### src/hw/rtl/mrc_pkg.sv
// Package for the Modbus RTU response checker: op and status codes,
// the frame event struct and the CRC-16/Modbus byte update.
// No dependencies.
`default_nettype none

package mrc_pkg;

	typedef enum logic [1:0] {
		OP_START = 2'd0,
		OP_BYTE  = 2'd1,
		OP_TICK  = 2'd2
	} op_t;

	localparam logic [1:0] STS_OK      = 2'd0;
	localparam logic [1:0] STS_CRC     = 2'd1;
	localparam logic [1:0] STS_HDR     = 2'd2;
	localparam logic [1:0] STS_TIMEOUT = 2'd3;

	localparam logic [1:0] REG_SLAVE   = 2'd0;
	localparam logic [1:0] REG_FUNC    = 2'd1;
	localparam logic [1:0] REG_TIMEOUT = 2'd2;

	localparam logic [15:0] CRC_INIT = 16'hFFFF;
	localparam logic [15:0] CRC_POLY = 16'hA001;

	localparam logic [7:0]  RST_SLAVE   = 8'h01;
	localparam logic [7:0]  RST_FUNC    = 8'h04;
	localparam logic [15:0] RST_TIMEOUT = 16'd1000;

	// Frame event: raised when an item closes a frame or times it out
	typedef struct packed {
		logic       fire;
		logic [1:0] status;
		logic [5:0] count;
	} evt_t;

	// CRC-16/Modbus, reflected, one byte
	function automatic logic [15:0] crc16_byte(input logic [15:0] crc,
			input logic [7:0] b);
		logic [15:0] c;
		c = crc ^ {8'h00, b};
		for (int i = 0; i < 8; i++) begin
			if (c[0]) begin
				c = (c >> 1) ^ CRC_POLY;
			end else begin
				c = c >> 1;
			end
		end
		return c;
	endfunction

endpackage

`default_nettype wire

### src/hw/rtl/mrc_frame.sv
// Frame state of the response checker: byte store, running CRC, tick
// counter and the end-of-frame checks. Depends on mrc_pkg.
`default_nettype none

module mrc_frame
	import mrc_pkg::*;
#(
	parameter int REG_COUNT = 2
) (
	input  wire logic                       clk,
	input  wire logic                       arst_n,
	input  wire logic                       adv,
	input  wire logic [1:0]                 op,
	input  wire logic [7:0]                 rx_byte,
	input  wire logic [7:0]                 slave_address,
	input  wire logic [7:0]                 function_code,
	input  wire logic [15:0]                timeout_ticks,
	output evt_t                            evt,
	output logic      [REG_COUNT-1:0][15:0] words
);

	localparam int FRAME_LEN = 5 + 2 * REG_COUNT;
	localparam int STORE_LEN = FRAME_LEN - 2;

	logic        waiting_q;
	logic [5:0]  count_q;
	logic [15:0] crc_q;
	logic [15:0] elapsed_q;
	logic [7:0]  crc_lo_q;
	logic [7:0]  store_q [STORE_LEN];

	logic [15:0] tick_nxt;
	logic        hdr_ok;
	logic        is_byte;

	assign tick_nxt = (elapsed_q != 16'hFFFF) ? elapsed_q + 16'd1 : elapsed_q;
	assign hdr_ok   = (store_q[0] == slave_address) && (store_q[1] == function_code)
			&& (store_q[2] == 8'(2 * REG_COUNT));
	assign is_byte  = adv && waiting_q && (op == OP_BYTE);

	always_comb begin
		evt.fire   = 1'b0;
		evt.status = STS_OK;
		evt.count  = count_q;
		unique case (op)
			OP_BYTE: begin
				if (waiting_q && count_q == 6'(FRAME_LEN - 1)) begin
					evt.fire  = adv;
					evt.count = 6'(FRAME_LEN);
					if ({rx_byte, crc_lo_q} != crc_q) begin
						evt.status = STS_CRC;
					end else if (!hdr_ok) begin
						evt.status = STS_HDR;
					end
				end
			end
			OP_TICK: begin
				if (waiting_q && tick_nxt >= timeout_ticks) begin
					evt.fire   = adv;
					evt.status = STS_TIMEOUT;
				end
			end
			default: begin
			end
		endcase
	end

	always_ff @(posedge clk or negedge arst_n) begin
		if (!arst_n) begin
			waiting_q <= 1'b0;
			count_q   <= '0;
			crc_q     <= CRC_INIT;
			elapsed_q <= '0;
		end else if (adv) begin
			if (op == OP_START) begin
				waiting_q <= 1'b1;
				count_q   <= '0;
				crc_q     <= CRC_INIT;
				elapsed_q <= '0;
			end else if (waiting_q && op == OP_BYTE) begin
				count_q <= count_q + 6'd1;
				if (count_q < 6'(STORE_LEN)) begin
					crc_q <= crc16_byte(crc_q, rx_byte);
				end
				if (count_q == 6'(FRAME_LEN - 1)) begin
					waiting_q <= 1'b0;
				end
			end else if (waiting_q && op == OP_TICK) begin
				elapsed_q <= tick_nxt;
				if (tick_nxt >= timeout_ticks) begin
					waiting_q <= 1'b0;
				end
			end
		end
	end

	// CRC low byte is held apart; the high byte is compared as it arrives
	always_ff @(posedge clk) begin
		if (is_byte && count_q == 6'(STORE_LEN)) begin
			crc_lo_q <= rx_byte;
		end
	end

	for (genvar i = 0; i < STORE_LEN; i++) begin : g_store
		always_ff @(posedge clk) begin
			if (is_byte && count_q == 6'(i)) begin
				store_q[i] <= rx_byte;
			end
		end
	end

	for (genvar k = 0; k < REG_COUNT; k++) begin : g_words
		assign words[k] = {store_q[3 + 2 * k], store_q[4 + 2 * k]};
	end

endmodule

`default_nettype wire

### src/hw/rtl/mrc_out.sv
// Result register of the response checker: loads a frame event and
// plays out the register words of a good frame. Depends on mrc_pkg.
`default_nettype none

module mrc_out
	import mrc_pkg::*;
#(
	parameter int REG_COUNT = 2
) (
	input  wire logic                       clk,
	input  wire logic                       arst_n,
	input  wire evt_t                       evt,
	input  wire logic [REG_COUNT-1:0][15:0] words,
	output logic                            take,
	output logic                            out_valid,
	input  wire logic                       out_ready,
	output logic      [1:0]                 status,
	output logic      [15:0]                word_value,
	output logic      [3:0]                 word_index,
	output logic      [5:0]                 bytes_received,
	output logic                            last
);

	localparam logic [3:0] LAST_IDX = 4'(REG_COUNT - 1);

	logic        valid_q;
	logic        burst_q;
	logic [1:0]  status_q;
	logic [15:0] value_q;
	logic [3:0]  idx_q;
	logic [5:0]  count_q;
	logic        last_q;

	logic        slot_free;
	logic [3:0]  idx_nxt;
	logic [15:0] word_nxt;

	assign slot_free = !valid_q || out_ready;
	assign take      = slot_free && !burst_q;
	assign idx_nxt   = idx_q + 4'd1;

	always_comb begin
		word_nxt = '0;
		for (int k = 0; k < REG_COUNT; k++) begin
			if (idx_nxt == 4'(k)) begin
				word_nxt = words[k];
			end
		end
	end

	always_ff @(posedge clk or negedge arst_n) begin
		if (!arst_n) begin
			valid_q <= 1'b0;
			burst_q <= 1'b0;
		end else if (slot_free) begin
			if (burst_q) begin
				valid_q <= 1'b1;
				burst_q <= (idx_nxt != LAST_IDX);
			end else begin
				valid_q <= evt.fire;
				burst_q <= evt.fire && (evt.status == STS_OK) && (REG_COUNT > 1);
			end
		end
	end

	always_ff @(posedge clk) begin
		if (slot_free) begin
			if (burst_q) begin
				value_q <= word_nxt;
				idx_q   <= idx_nxt;
				last_q  <= (idx_nxt == LAST_IDX);
			end else if (evt.fire) begin
				status_q <= evt.status;
				count_q  <= evt.count;
				idx_q    <= '0;
				if (evt.status == STS_OK) begin
					value_q <= words[0];
					last_q  <= (REG_COUNT == 1);
				end else begin
					value_q <= '0;
					last_q  <= 1'b1;
				end
			end
		end
	end

	assign out_valid      = valid_q;
	assign status         = status_q;
	assign word_value     = value_q;
	assign word_index     = idx_q;
	assign bytes_received = count_q;
	assign last           = last_q;

`ifndef SYNTHESIS
	a_burst_shows_word: assert property (@(posedge clk) disable iff (!arst_n)
		burst_q |-> valid_q && !last_q && status_q == STS_OK)
		else $error("burst running without a non-final word on show");

	a_error_is_last: assert property (@(posedge clk) disable iff (!arst_n)
		valid_q && status_q != STS_OK |-> last_q && idx_q == 4'd0 && value_q == 16'd0)
		else $error("error result not final or not cleared");

	a_word_steps: assert property (@(posedge clk) disable iff (!arst_n)
		burst_q && slot_free |=> idx_q == $past(idx_q) + 4'd1)
		else $error("word index did not step during burst");

	a_no_take_in_burst: assert property (@(posedge clk) disable iff (!arst_n)
		burst_q |-> !take)
		else $error("frame event taken while words still pending");
`endif

endmodule

`default_nettype wire

### src/hw/rtl/modbus_rtu_response_checker_unit.sv
// Modbus RTU read-input-registers response checker, top level.
// Depends on mrc_pkg, mrc_frame and mrc_out.
//
// Usage: send a start item (op 0), then the response bytes (op 1) and
// millisecond ticks (op 2). CRC-16/Modbus runs over all but the last two
// bytes; once 5+2*REG_COUNT bytes are in, the frame is checked for CRC
// (low byte first), then slave id, function code and byte count. A good
// frame gives REG_COUNT results, one big-endian word each, the last marked;
// a failure or a timeout gives one status result with last set. Bytes and
// ticks while idle are ignored. Throughput is one item per cycle: an input
// register feeds a single pass of frame logic into the result register.
// Input is held while a result waits on out_ready, and after a good frame
// while its remaining words leave the result register one per cycle.
// Configuration (write enable, index, data) should be written while
// idle; unknown indexes are ignored.
`default_nettype none

module modbus_rtu_response_checker_unit
	import mrc_pkg::*;
#(
	parameter int REG_COUNT = 2
) (
	input  wire logic        clk,
	input  wire logic        arst_n,
	// configuration write port
	input  wire logic        wr_en,
	input  wire logic [1:0]  wr_index,
	input  wire logic [15:0] wr_data,
	// input items
	input  wire logic        in_valid,
	output logic             in_ready,
	input  wire logic [1:0]  op,
	input  wire logic [7:0]  rx_byte,
	// result items
	output logic             out_valid,
	input  wire logic        out_ready,
	output logic      [1:0]  status,
	output logic      [15:0] word_value,
	output logic      [3:0]  word_index,
	output logic      [5:0]  bytes_received,
	output logic             last
);

	// configuration registers
	logic [7:0]  slave_q;
	logic [7:0]  func_q;
	logic [15:0] timeout_q;

	// input stage
	logic        valid_s1;
	logic [1:0]  op_s1;
	logic [7:0]  byte_s1;

	logic        take;
	logic        adv;
	evt_t        evt;
	logic [REG_COUNT-1:0][15:0] words;

	always_ff @(posedge clk or negedge arst_n) begin
		if (!arst_n) begin
			slave_q   <= RST_SLAVE;
			func_q    <= RST_FUNC;
			timeout_q <= RST_TIMEOUT;
		end else if (wr_en) begin
			unique case (wr_index)
				REG_SLAVE:   slave_q   <= wr_data[7:0];
				REG_FUNC:    func_q    <= wr_data[7:0];
				REG_TIMEOUT: timeout_q <= wr_data;
				default: begin
				end
			endcase
		end
	end

	// The input register frees as soon as its item is processed
	assign adv      = valid_s1 && take;
	assign in_ready = !valid_s1 || take;

	always_ff @(posedge clk or negedge arst_n) begin
		if (!arst_n) begin
			valid_s1 <= 1'b0;
		end else if (in_ready) begin
			valid_s1 <= in_valid;
		end
	end

	always_ff @(posedge clk) begin
		if (in_ready && in_valid) begin
			op_s1   <= op;
			byte_s1 <= rx_byte;
		end
	end

	mrc_frame #(
		.REG_COUNT(REG_COUNT)
	) u_frame (
		.clk           (clk),
		.arst_n        (arst_n),
		.adv           (adv),
		.op            (op_s1),
		.rx_byte       (byte_s1),
		.slave_address (slave_q),
		.function_code (func_q),
		.timeout_ticks (timeout_q),
		.evt           (evt),
		.words         (words)
	);

	mrc_out #(
		.REG_COUNT(REG_COUNT)
	) u_out (
		.clk            (clk),
		.arst_n         (arst_n),
		.evt            (evt),
		.words          (words),
		.take           (take),
		.out_valid      (out_valid),
		.out_ready      (out_ready),
		.status         (status),
		.word_value     (word_value),
		.word_index     (word_index),
		.bytes_received (bytes_received),
		.last           (last)
	);

`ifndef SYNTHESIS
	a_evt_only_on_adv: assert property (@(posedge clk) disable iff (!arst_n)
		evt.fire |-> adv)
		else $error("frame event without an item being processed");

	a_stage_holds: assert property (@(posedge clk) disable iff (!arst_n)
		valid_s1 && !take |=> valid_s1 && $stable(op_s1) && $stable(byte_s1))
		else $error("input stage lost a stalled item");

	a_evt_count: assert property (@(posedge clk) disable iff (!arst_n)
		evt.fire && evt.status != STS_TIMEOUT |-> evt.count == 6'(5 + 2 * REG_COUNT))
		else $error("frame checked before it was complete");
`endif

endmodule

`default_nettype wire
### config.mk
export PLATFORM = sky130hd
export DESIGN_NAME = modbus_rtu_response_checker_unit
export DESIGN_NICKNAME = d
export VERILOG_FILES = /design/src/hw/rtl/mrc_pkg.sv /design/src/hw/rtl/mrc_frame.sv /design/src/hw/rtl/mrc_out.sv /design/src/hw/rtl/modbus_rtu_response_checker_unit.sv
export SDC_FILE = /design/constraint.sdc
export NUM_CORES = 1
export LEC_CHECK = 0
export ABC_AREA = 1
export BUFFER_PORTS_ARGS = -buffer_cell sky130_fd_sc_hd__buf_4
export CAP_MARGIN = 5
export CELL_PAD_IN_SITES_DETAIL_PLACEMENT = 0
export CELL_PAD_IN_SITES_GLOBAL_PLACEMENT = 1
export CORE_AREA = 3 3 139 141
export CTS_CLUSTER_DIAMETER = 30
export DETAILED_ROUTE_END_ITERATION = 16
export DIE_AREA = 0 0 142 144
export GPL_ROUTABILITY_DRIVEN = 0
export PLACE_DENSITY_LB_ADDON = 0.1
export SLEW_MARGIN = 40
export SYNTH_ARGS = -nofsm -noshare
export SYNTH_HDL_FRONTEND = slang
export SYNTH_SLANG_ARGS = --single-unit
### constraint.sdc
create_clock -name clk -period 5.4 [get_ports clk]
set_clock_uncertainty 0.05 [all_clocks]
set_input_delay 0.54 -clock clk [delete_from_list [all_inputs] [get_ports clk]]
set_output_delay 0.54 -clock clk [all_outputs]
set_load 0.01 [all_outputs]
======== Yosys cells after proc, flatten, opt, wreduce, memory -nomap -nowiden ========
Memories as Yosys holds them, arrays and structs flattened.
Cells that the tools add are included.
cells by class
  order comparisons ....................... 2
  mux-type cells .......................... 100
  bitwise operators ....................... 10
  add/subtract/negate cells ............... 3
  equal/unequal tests ..................... 21
  reduce and logical (&&, ||, !) cells .... 51
operators with widths
  kind                                                             number
  16-bit 2-to-1 mux                                                48
  8-bit 2-to-1 mux                                                 6
  8-bit OR reduction                                               6
  1-bit 2-to-1 mux                                                 30
  6-bit by 3-bit == test with 1-bit output, second input constant  4
  2-bit NOT with 3-bit output                                      8
  3-bit 2-to-1 mux                                                 7
  1-bit logical AND                                                20
  6-bit 2-to-1 mux                                                 3
  16-bit by 1-bit adder with 16-bit output, second input constant  1
  8-bit == test                                                    2
  16-bit >= comparator                                             1
  16-bit != test                                                   1
  16-bit != test, second input constant                            1
  16-bit by 8-bit XOR with 16-bit output                           1
  6-bit by 2-bit == test with 1-bit output, second input constant  2
  2-bit AND reduction                                              5
  9-bit 2-to-1 mux                                                 1
  3-bit AND reduction                                              3
  8-bit by 3-bit == test with 1-bit output, second input constant  1
  4-bit 2-to-1 mux                                                 2
  2-bit nonzero test                                               4
  6-bit by 1-bit adder with 6-bit output, second input constant    1
  6-bit by 1-bit == test with 1-bit output, second input constant  1
  other kinds (19)                                                 28
word-level totals
  output and inout bits ................... 31
  RAM bits ................................ 56
  memories kept ........................... 1
  input port bits ......................... 33
  register bits after elaboration ......... 121
memories
  memory           depth  width  read ports  clocked after Yosys merged registers in  wr ports  line             RTL
  u_frame.store_q  7      8      7           0                                        1         mrc_frame.sv:30  logic [7:0] store_q [STORE_LEN];

======== Logic depth before layout (Yosys ltp) ========
Gate-level depths: netlist (run 1).
  depth after elaboration ................. 48
  gate-level depth with buffers ........... 23
  gate-level depth less buffers ........... 23

======== Hierarchy ========
A second synthesis (run 1) with hierarchy kept.
second synthesis, totals
  cells, all modules ...................... 906
  area total of the unflattened synthesis .. 8752.1 um^2
by module, submodules not included
  module                            area each (um^2)  instances  cells each
  mrc_frame                         5446.5            1          578
  modbus_rtu_response_checker_unit  1739.2            1          161
  mrc_out                           1566.5            1          167

======== Least setup slack after synthesis (run 1) ========
No wires, ideal clock.
  path type ............................... register -> register
  from .................................... register u_frame.elapsed_q[0]
  to ...................................... register u_out.last_q, in the netlist u_out.last (enable)
  arrival time ............................ 3.419 ns
  clock period less this slack ............ 3.875 ns
  library setup time ...................... 0.406 ns
  required time ........................... 4.944 ns
  stages on the path, launching flop included .. 21
  buffers on the path ..................... 0
  setup slack ............................. 1.525 ns
  path through ............................ dfrtp_1 ha_1 nand2_1 nor2_4 nand2_2 nor2_4 nand4_4 inv_2 nor3_1 xor2_1 inv_1 ha_1 a21oi_1 o21a_1 nor2_1 nor2_1 nand2_1 nand2_1 nand2_1 nand3_1 a21oi_1
on the way
  longest elaborated chain between the ends .. 8
  elaborated cells on any way between the ends .. 9
RTL lines
  element                                                                            line             RTL
  start, declared                                                                    mrc_frame.sv:28  logic [15:0] elapsed_q;
  start signal, assigned                                                             mrc_frame.sv:89  elapsed_q <= tick_nxt;
  16-bit by 1-bit adder with 16-bit output / 16-bit != test (equally long branches)  mrc_frame.sv:36  assign tick_nxt = (elapsed_q != 16'hFFFF) ? elapsed_q + 16'd1 : elapsed_q;
  16-bit 2-to-1 mux *                                                                mrc_frame.sv:36
  16-bit >= comparator *                                                             mrc_frame.sv:58  if (waiting_q && tick_nxt >= timeout_ticks) begin
  1-bit logical AND *                                                                mrc_frame.sv:58
  3-bit 2-to-1 mux *                                                                 mrc_frame.sv:58
  3-bit one-hot mux with 2 select lines *                                            mrc_frame.sv:45  unique case (op)
  2-bit nonzero test (no line) *                                                     --
  2-bit AND reduction (no line) *                                                    --
  end signal, assigned                                                               mrc_out.sv:71    last_q <= (idx_nxt == LAST_IDX);
  end signal, assigned                                                               mrc_out.sv:78    last_q <= (REG_COUNT == 1);
  end, declared                                                                      mrc_out.sv:32    logic last_q;
Mark *: on every way between the ends. The rest lies on a longest branch, timed or not.
A chain may end at the register's enable or synchronous reset.

======== Worst setup path after layout (run 1) ========
  from .................................... register u_frame.elapsed_q[1]
  to ...................................... register u_out.idx_q[1], in the netlist u_out.word_index[1] (enable)
on the way
  longest elaborated chain between the ends .. 8
  elaborated cells on any way between the ends .. 9
RTL lines
  element                                                                            line             RTL
  16-bit by 1-bit adder with 16-bit output / 16-bit != test (equally long branches)  mrc_frame.sv:36
  16-bit 2-to-1 mux *                                                                mrc_frame.sv:36
  16-bit >= comparator *                                                             mrc_frame.sv:58
  1-bit logical AND *                                                                mrc_frame.sv:58
  3-bit 2-to-1 mux *                                                                 mrc_frame.sv:58
  3-bit one-hot mux with 2 select lines *                                            mrc_frame.sv:45
  2-bit nonzero test (no line) *                                                     --
  2-bit AND reduction (no line) *                                                    --
  end signal, assigned                                                               mrc_out.sv:70    idx_q <= idx_nxt;
  end, declared                                                                      mrc_out.sv:30    logic [3:0] idx_q;
Marked as above.

==> run metrics, run 1 <==
fraction of layout cells with a size suffix above 1 17.4%; Max Root-Sink Buffers 2; CP max stage delay 0.60 ns; final setup TNS 0 ns; Crit path top cell by count nand2_1; WL final 18,200 microns; combinational share of power 28.2%; critical path type register to register; DRT Pass-1 Iters 5; Starting Density 47.3%; FF-to-FF Start u_frame.elapsed_q[1]; ys flop type edfxtp_1; hold_buf cts 0; Async S/R FF share, synth 41.8%; Worst Tran Pin Value 0.816 ns; first-pass GRT wire length 30,400 microns; commonest non-fill, non-tap cell in the layout nand2_1; CTS Sinks 177; Post-Syn Nets 934; total power 4.46 mW; die height 144 microns; initial antenna violation count 0; synthesized flop and latch total 177; TritonCTS clock tree yes; final worst slack 1.54 ns; Synth Area per Inst 9.78 sq um; Die W 142 microns; Reg2Reg Depth 20; number of global-route vias before repair 5,868; WL/cell 15.4 microns; status finished clean; Layout Nets 995; Worst-path clk slew 0.07 ns; fraction of power spent switching nets 36.3%; worst vdd ir 0.272 mV; Critical Path Fanout Max 21; CTS Buf Count 17; worst reg2reg path endpoint u_out.word_index[1]; Setup Fix Bufs, Post-CTS 0; core region area 18,100 sq um; Yosys cell types 45; Max Clk Rate 0.259 GHz; area of the mapped netlist 8550 sq um; R2R Setup Slk 1.54 ns; Placement Rows 49; EDFF count, synth 103; Via density 5.05; CP startpoint u_frame.elapsed_q[1]; largest net degree at the start of global routing 75; Critical Path AT 3.87 ns; final period utilization 71.4%; P_leak 4.42 nW; Worst setup SP type register; Net Sw Power 1.62 mW; H-Tree Depth 4; # port buffers 63; ant diodes 0; GRT Util Overall 18.9%; # DRC 0; Final Setup Violations 0; commonest non-fill, non-tap cells in the layout nand2_1, inv_1, edfxtp_1; sequential area share after synthesis 58.2%; crit path max-delay cell type a21oi_4; via count 5,949; pre-CTS WS 1.58 ns; post-CTS sizing 0; crit-path cells ha_1 > nand2_1 > nor2_4 > nand2_2 > nor2_4 > nand4_4 > inv_2 > nor2_1 > xor2_1 > inv_1 > ha_1 > nand2_1 > o21ai_0 > o21bai_1 > nand2_1 > nand2_1 > nand2_1 > nand2_1 > nand3_1 > a21oi_4; Syn Inst Count 874; Clk network pwr share 27.5%; CTS Root Cell clkbuf_16; Iteration-0 DRC Markers 545; Slew Limit Headroom 45.4%; ANT nets after route 0; Max-cap violations 0; YS warnings 0; Area Overhead vs Synth 15.5%; power density over the cells 452 nW/um^2; Seq pwr share 44.3%; total global routing overflow 0; Detail Placement HPWL 13,200 microns; RSZ-0062 raised after global routing no; final-report max-slew violation count 0; CP Capture Type register; die area 20,400 sq um; I/O pin total 64; worst-skew pair later-pin latency 0.43 ns; minimum clock period 3.86 ns; internal power component 2.84 mW; final hold violations 0; CP Data Required Time 5.41 ns; min-delay worst type input pin to asynchronous set/reset pin
==> metrics by stage <==
| step | std cells | hold slack (ns) | area [sq um] | utilization [%] |
|---|---|---|---|---|
| floorplan | 874 | 0.194 | 8550 | - |
| global placement | 1145 | 0.423 | 9210 | 50.9 |
| detailed placement | 1145 | 0.429 | 9270 | 51.2 |
| CTS | 1177 | 0.103 | 9880 | 54.6 |
| global route | 1177 | 0.123 | 9880 | 54.6 |
| finish | 1177 | 0.0859 | 9880 | 54.6 |
==> power groups by stage <==
stage / Clock, mW / Combinational, mW / Sequential, mW
after detailed placement: 0 / 1.25 / 2.01
after floorplan: 0 / 0.915 / 1.94
after global placement: 0 / 1.21 / 1.99
after CTS: 1.26 / 1.26 / 1.98
after global routing: 1.32 / 1.44 / 2.02
final: 1.23 / 1.26 / 1.98
==> worst max path at each step <==
stage	endpoint	slack (ns)
4_1_cts	u_out.word_value[8]	1.54
5_1_grt	u_out.word_index[2]	1.15
6_report	u_out.word_index[1]	1.54
3_5_place_dp	u_out.word_value[8]	1.58
3_3_place_gp	u_out.word_value[14]	1.39
2_1_floorplan	u_out.last	1.53
==> critical path, delay by kind of cell (launching register included) <==
family	cells	cell delay, ns
adders and majority gates	2	0.50
and+or+nand+nor	12	1.25
buffers and inverters	2	0.20
xor gates and xnor gates	1	0.17
DFF	1	0.39
AOI/OAI and AO/OA	3	0.91
==> registers in the layout, summed over array words and instances, names as in the netlist <==
signal                count
u_frame.store_q          56
timeout_q                16
u_frame.crc_q            16
u_frame.elapsed_q        16
u_out.word_value         16
byte_s1                   8
func_q                    8
slave_q                   8
u_frame.crc_lo_q          8
u_frame.count_q           6
u_out.bytes_received      6
u_out.word_index          4
op_s1                     2
u_out.status              2
u_frame.waiting_q         1
u_out.burst_q             1
u_out.last                1
u_out.out_valid           1
valid_s1                  1
==> area by class of cell <==
type | instances | area, sq um
clock buffers | 17 | 425
clock inverters | 15 | 186
fillers | 1597 | 8210
inverters | 135 | 507
multi-input cells | 539 | 3010
flip-flops and latches | 177 | 4970
well taps | 229 | 287
repair buffers | 65 | 492
==> cell families after synthesis <==
family                   share of synthesized area, %
AO/OA/AOI/OAI                                    7.87
AND/OR/NAND/NOR                                  18.9
flip-flops                                       58.2
XOR/XNOR                                         3.83
buffers and inverters                            7.31
adder cells (fa/ha/maj)                          3.95
==> metal layers <==
layer | wire [microns] | share of wire, % | vias to the layer above | track usage [%]
met2 | 8200 | 45 | 126 | 29.3
li1 | - | - | 3016 | -
met4 | 173 | 0.95 | 0 | 4.65
met5 | 0 | 0 | - | 0
met3 | 620 | 3.4 | 9 | 4.10
met1 | 9160 | 50 | 2798 | 27.4
==> cell usage after synthesis, drive strengths merged (8+ instances only) <==
library cell,instances,area [sq um]
nand4,26,178
xor2,24,218
nor3,17,90.1
xnor2,10,87.6
a22oi,8,60.1
nor2,57,256
ha,27,338
clkbuf,16,61.3
o22ai,8,50.1
inv,135,507
dfrtp,50,1250
o21ai,61,305
edfxtp,103,3090
nand2,199,769
dfstp,24,631
a21oi,27,143
nand3,51,255
No activity file was read; power rests on OpenSTA's default activity.
==> run 2, diff against run 1 <==
Settings changed: CORE_AREA 3 3 139 141 to 3 3 146 148, DIE_AREA 0 0 142 144 to 0 0 149 151.
Clock period 5.4 ns to 3.09 ns, I/O delays scaled along.
==> run 2 against run 1 <==
Register-to-register slack got worse by 1.7 ns. First-iteration DRC count fell by 36%. The flow now finishes with violations (negative setup slack). Largest cell class unchanged. Non-clock buffer count rose by 61. Critical path depth rose by 1. Combinational power rose by 110%. Core utilization fell by 1.8 points.
==> run metrics, run 2 (same netlist as run 1, synthesis figures left out) <==
Max Root-Sink Buffers 2; total global routing overflow 0; status finished with violations; fraction of layout cells with a size suffix above 1 24.1%; WL final 19,100 microns; crit-path cells ha_2 > nand2_4 > nor2_4 > nand2_2 > nor2_4 > nand4_4 > buf_6 > nand2_4 > nor2_2 > xor2_2 > ha_1 > nand2_2 > o21a_1 > nor2_1 > nor2_1 > nand2_2 > nand2_4 > nand2_4 > nand3_4 > a21oi_4 > buf_12; final hold violations 0; number of global-route vias before repair 6,013; CTS Buf Count 17; Hold Path End byte_s1[1]; # DRC 0; ANT nets after route 0; Final Setup Violations 47; Clk network pwr share 25.8%; CP Data Required Time 3.17 ns; commonest non-fill, non-tap cells in the layout nand2_1, inv_1, buf_4; die height 151 microns; CTS Sinks 177; RSZ-0062 raised after global routing yes; hold_sp rx_byte[1]; die area 22,500 sq um; Die W 149 microns; failing checks negative setup slack; largest net degree at the start of global routing 75; final period utilization 106%; Net Sw Power 2.77 mW; Critical Path AT 3.36 ns; Seq pwr share 41.9%; core region area 20,200 sq um; Worst setup SP type register; via count 6,201; Crit path top cell by count nand2_4; Worst-path clk slew 0.07 ns; power density over the cells 761 nW/um^2; CP max stage delay 0.35 ns; # port buffers 63; fraction of power spent switching nets 34.2%; P_leak 4.78 nW; Reg with most FFs u_frame.store_q; Max-cap violations 0; Placement Rows 52; CP Capture Type register; worst-skew pair later-pin latency 0.42 ns; I/O pin total 64; first-pass GRT wire length 30,900 microns; initial antenna violation count 0; Via density 4.85; Reg2Reg Depth 21; Layout Nets 1,056; TritonCTS clock tree yes; Max Clk Rate 0.304 GHz; Iteration-0 DRC Markers 350; Starting Density 42.4%; Detail Placement HPWL 13,800 microns; internal power component 5.33 mW; Area Overhead vs Synth 24.5%; H-Tree Depth 4; final-report max-slew violation count 0; Critical Path Fanout Max 21; Slew Limit Headroom 50.8%; combinational share of power 32.3%; Largest register FFs 56; final worst slack -0.196 ns; worst hold slack 0.0256 ns; worst reg2reg path endpoint u_out.word_value[5]; R2R Setup Slk -0.20 ns; DRT Pass-1 Iters 4; critical path type register to register; min-delay worst type input pin to register; crit path max-delay cell type dfrtp_1; Worst Tran Pin Value 0.737 ns; WL/cell 14.9 microns; FF-to-FF Start u_frame.elapsed_q[0]; hold path depth 1; CTS Root Cell clkbuf_16; ant diodes 0; GRT Util Overall 17.5%; pre-CTS WS -0.197 ns; commonest non-fill, non-tap cell in the layout nand2_1; worst vdd ir 0.355 mV; minimum clock period 3.29 ns
-- run 2: per-layer routing --
layer / vias up / wire [microns] / track usage [%]
li1: 3145 / - / -
met1: 2926 / 9480 / 25.6
met2: 115 / 8660 / 27.1
met3: 15 / 679 / 3.14
met4: 0 / 242 / 4.81
met5: - / 0 / 0
-- run 2: repair_timing --
action | 4_1_cts | 5_1_grt
gates resized for setup | 12 | 37
hold buffers | 8 | 0
buffers inserted | 2 | 6
endpoints found under the setup margin | 46 | 51
hold endpoints to repair | 57 | 0
pin swaps | 4 | 5
cloned | 0 | 2
-- run 2: through the flow --
stage	utilization, %	total power, mW	std cells	cell area (sq um)	TNS [ns]
floorplan	-	5.02	874	8590	-2.28
global placement	47.9	5.82	1229	9660	-2.38
detailed placement	47.9	5.87	1229	9660	-5.87
CTS	51.5	8.03	1271	10400	-4.08
global route	52.8	8.67	1279	10700	-15.76
finish	52.8	8.10	1279	10700	-5.62
-- run 2: worst max-delay path: cells and delay by family, from the launching register on --
kind | cells | cell delay [ns]
adders and majority gates | 2 | 0.54
DFF | 1 | 0.35
xor gates and xnor gates | 1 | 0.16
buffers and inverters | 2 | 0.35
AOI/OAI and AO/OA | 2 | 0.37
and+or+nand+nor | 14 | 1.18
-- run 2: how the worst max path moves through the flow --
stage	from	to	slack, ns
after CTS	u_frame.elapsed_q[0]	u_out.word_value[8]	-0.14
after global placement	u_frame.elapsed_q[0]	u_out.word_value[13]	-0.11
final	u_frame.elapsed_q[0]	u_out.word_value[5]	-0.20
after detailed placement	u_frame.elapsed_q[0]	u_out.word_value[8]	-0.20
after global routing	u_frame.elapsed_q[0]	u_out.word_index[1]	-0.41
after floorplan	u_frame.elapsed_q[0]	u_out.last	-0.11
-- run 2: layout make-up --
type | count | area [sq um]
flip-flops and latches | 177 | 4970
repair buffers | 126 | 1050
multi-input cells | 539 | 3200
clock inverters | 13 | 131
well taps | 270 | 338
inverters | 135 | 513
fillers | 1792 | 9520
clock buffers | 19 | 443
-- run 2: power by group through the flow --
stage	Combinational, mW	Clock [mW]	Sequential [mW]
after floorplan	1.62	0	3.39
after global placement	2.40	0	3.42
after detailed placement	2.44	0	3.43
after CTS	2.49	2.14	3.39
after global routing	2.98	2.24	3.45
final	2.62	2.09	3.40
==> run 3, diff against run 2 <==
Settings changed: CORE_AREA 3 3 146 148 to 3 3 134 136, DIE_AREA 0 0 149 151 to 0 0 137 139.
Clock period 3.09 ns to 4.2 ns, I/O delays scaled along.
==> run 3 against run 2 <==
The flow now finishes without violations. Critical endpoint is now u_out.word_index[2]. Sequential share of layout area increased by 3.3 points. Fmax decreased by 7.5%. Via count down 3.0%. Total power fell by 27%. Core utilization grew 5.5 points. Global-route usage grew 2.1 points. Die area down 15%. Final cell count decreased by 7.9%.
==> run metrics, run 3 (same netlist as run 1, synthesis figures left out) <==
# DRC 0; CP Data Required Time 4.26 ns; ant diodes 0; uppermost routed layer met4; Layout Nets 1,000; post-CTS sizing 0; commonest non-fill, non-tap cells in the layout nand2_1, inv_1, edfxtp_1; die area 19,000 sq um; DRT Pass-1 Iters 5; Critical Path Fanout Max 21; WL final 17,700 microns; final setup TNS 0 ns; Reg2Reg Depth 21; Max Root-Sink Buffers 2; commonest non-fill, non-tap cell in the layout nand2_1; fraction of layout cells with a size suffix above 1 17.4%; CTS Buf Count 17; # port buffers 63; final core occ 58.3%; status finished clean; Crit path top cell by count nand2_1; die height 139 microns; final period utilization 84.6%; number of global-route vias before repair 5,793; Worst Tran Pin Value 0.716 ns; CTS Root Cell clkbuf_16; crit path max-delay cell type dfrtp_1; Slew Limit Headroom 52.3%; largest net degree at the start of global routing 75; CP max stage delay 0.38 ns; Detail Placement HPWL 12,900 microns; TritonCTS clock tree yes; Area Overhead vs Synth 16.3%; total global routing overflow 0; Starting Density 50.1%; Setup Fix Bufs, Post-CTS 0; Worst setup SP type register; min-delay worst type input pin to register; CTS Sinks 177; Iteration-0 DRC Markers 329; via count 6,018; hold path depth 1; P_leak 4.47 nW; met3 WL 711 microns; core region area 17,100 sq um; first-pass GRT wire length 29,500 microns; minimum clock period 3.55 ns; Reg with most FFs u_frame.store_q; Critical Path AT 3.61 ns; crit-path cells ha_1 > nand2_1 > nor2_4 > nand2_2 > nor2_4 > nand4_4 > inv_2 > nor2_1 > xor2_1 > inv_1 > ha_1 > nand2_1 > o21ai_0 > o21bai_1 > nand2_1 > nand2_1 > nand2_1 > nand2_1 > nand3_1 > a21oi_2 > buf_4; hold_buf cts 1; critical path type register to register; Largest register FFs 56; Final Setup Violations 0; WL/cell 15.1 microns; worst-skew pair later-pin latency 0.43 ns; H-Tree Depth 4; CP Capture Type register; power density over the cells 592 nW/um^2; RSZ-0062 raised after global routing no; worst vdd ir 0.356 mV; ANT nets after route 0; Worst-path clk slew 0.07 ns; routed wl met2 8200 microns; initial antenna violation count 0; GRT Util Overall 19.6%; final hold violations 0; Die W 137 microns; met1 WL 8570 microns; final-report max-slew violation count 0; Via density 5.11; total power 5.89 mW; Max-cap violations 0; I/O pin total 64; Max Clk Rate 0.281 GHz; Placement Rows 48
## run 3: changes by cell type in the layout (fill, tap and decap cells not counted), sizes merged
| cell | before | now |
|---|---|---|
| clkinv | 7 | 4 |
| dlygate4sd3 | 8 | 1 |
| inv | 138 | 140 |
| clkbuf | 21 | 17 |
| buf | 116 | 69 |
| bufinv | 2 | 5 |
## run 3: final timing paths
| path | from | end | slack (ns) |
|---|---|---|---|
| worst max-delay path | u_frame.elapsed_q[0] | u_out.word_index[2] | 0.65 |
| worst min-delay path | rx_byte[1] | byte_s1[1] | 0.12 |
| worst max register to register | u_frame.elapsed_q[0] | u_out.word_index[2] | 0.65 |
| worst min register to register | u_frame.count_q[5] | u_out.bytes_received[5] | 0.43 |
| max in group asynchronous | arst_n | valid_s1 | 3.06 |
| min in group asynchronous | arst_n | timeout_q[13] | 0.53 |
## run 3: per-layer routing
metal  up-vias  track usage, %
met5         -               0
met4         0            5.72
met3        19            3.41
met2       123            30.3
met1      2853            28.7
li1       3023               -
## run 3: metrics by stage
stage                     setup WS [ns]  cells  instance area [sq um]  hold slack [ns]
after floorplan                   0.325    874                   8550           0.0744
after global placement            0.763   1144                   9230            0.415
after detailed placement          0.613   1144                   9270            0.418
after CTS                         0.599   1177                   9930            0.103
after global routing              0.178   1178                   9940           0.0977
final                             0.646   1178                   9940            0.120
## run 3: area by class of cell
| type | count | area (sq um) |
|---|---|---|
| Fill cell | 1477 | 7110 |
| Sequential cell | 177 | 4970 |
| Multi-Input combinational cell | 539 | 3000 |
| Timing Repair Buffer | 70 | 532 |
| Inverter | 135 | 507 |
| Clock buffer | 17 | 425 |
| Tap cell | 225 | 282 |
| Clock inverter | 15 | 229 |
## run 3: critical path, delay by kind of cell (launching register included)
| kind | cells | cell delay (ns) |
|---|---|---|
| AO/OA/AOI/OAI | 3 | 0.43 |
| XOR/XNOR | 1 | 0.17 |
| adder cells (fa/ha/maj) | 2 | 0.51 |
| buffers and inverters | 3 | 0.46 |
| flip-flops | 1 | 0.38 |
| AND/OR/NAND/NOR | 12 | 1.21 |
## run 3: power breakdown
group | internal [mW] | switching [mW] | leakage [nW]
Combinational | 0.601 | 1.01 | 2.32
Clock | 1.07 | 0.679 | 0.320
Sequential | 2.25 | 0.276 | 1.83
Total | 3.92 | 1.97 | 4.47
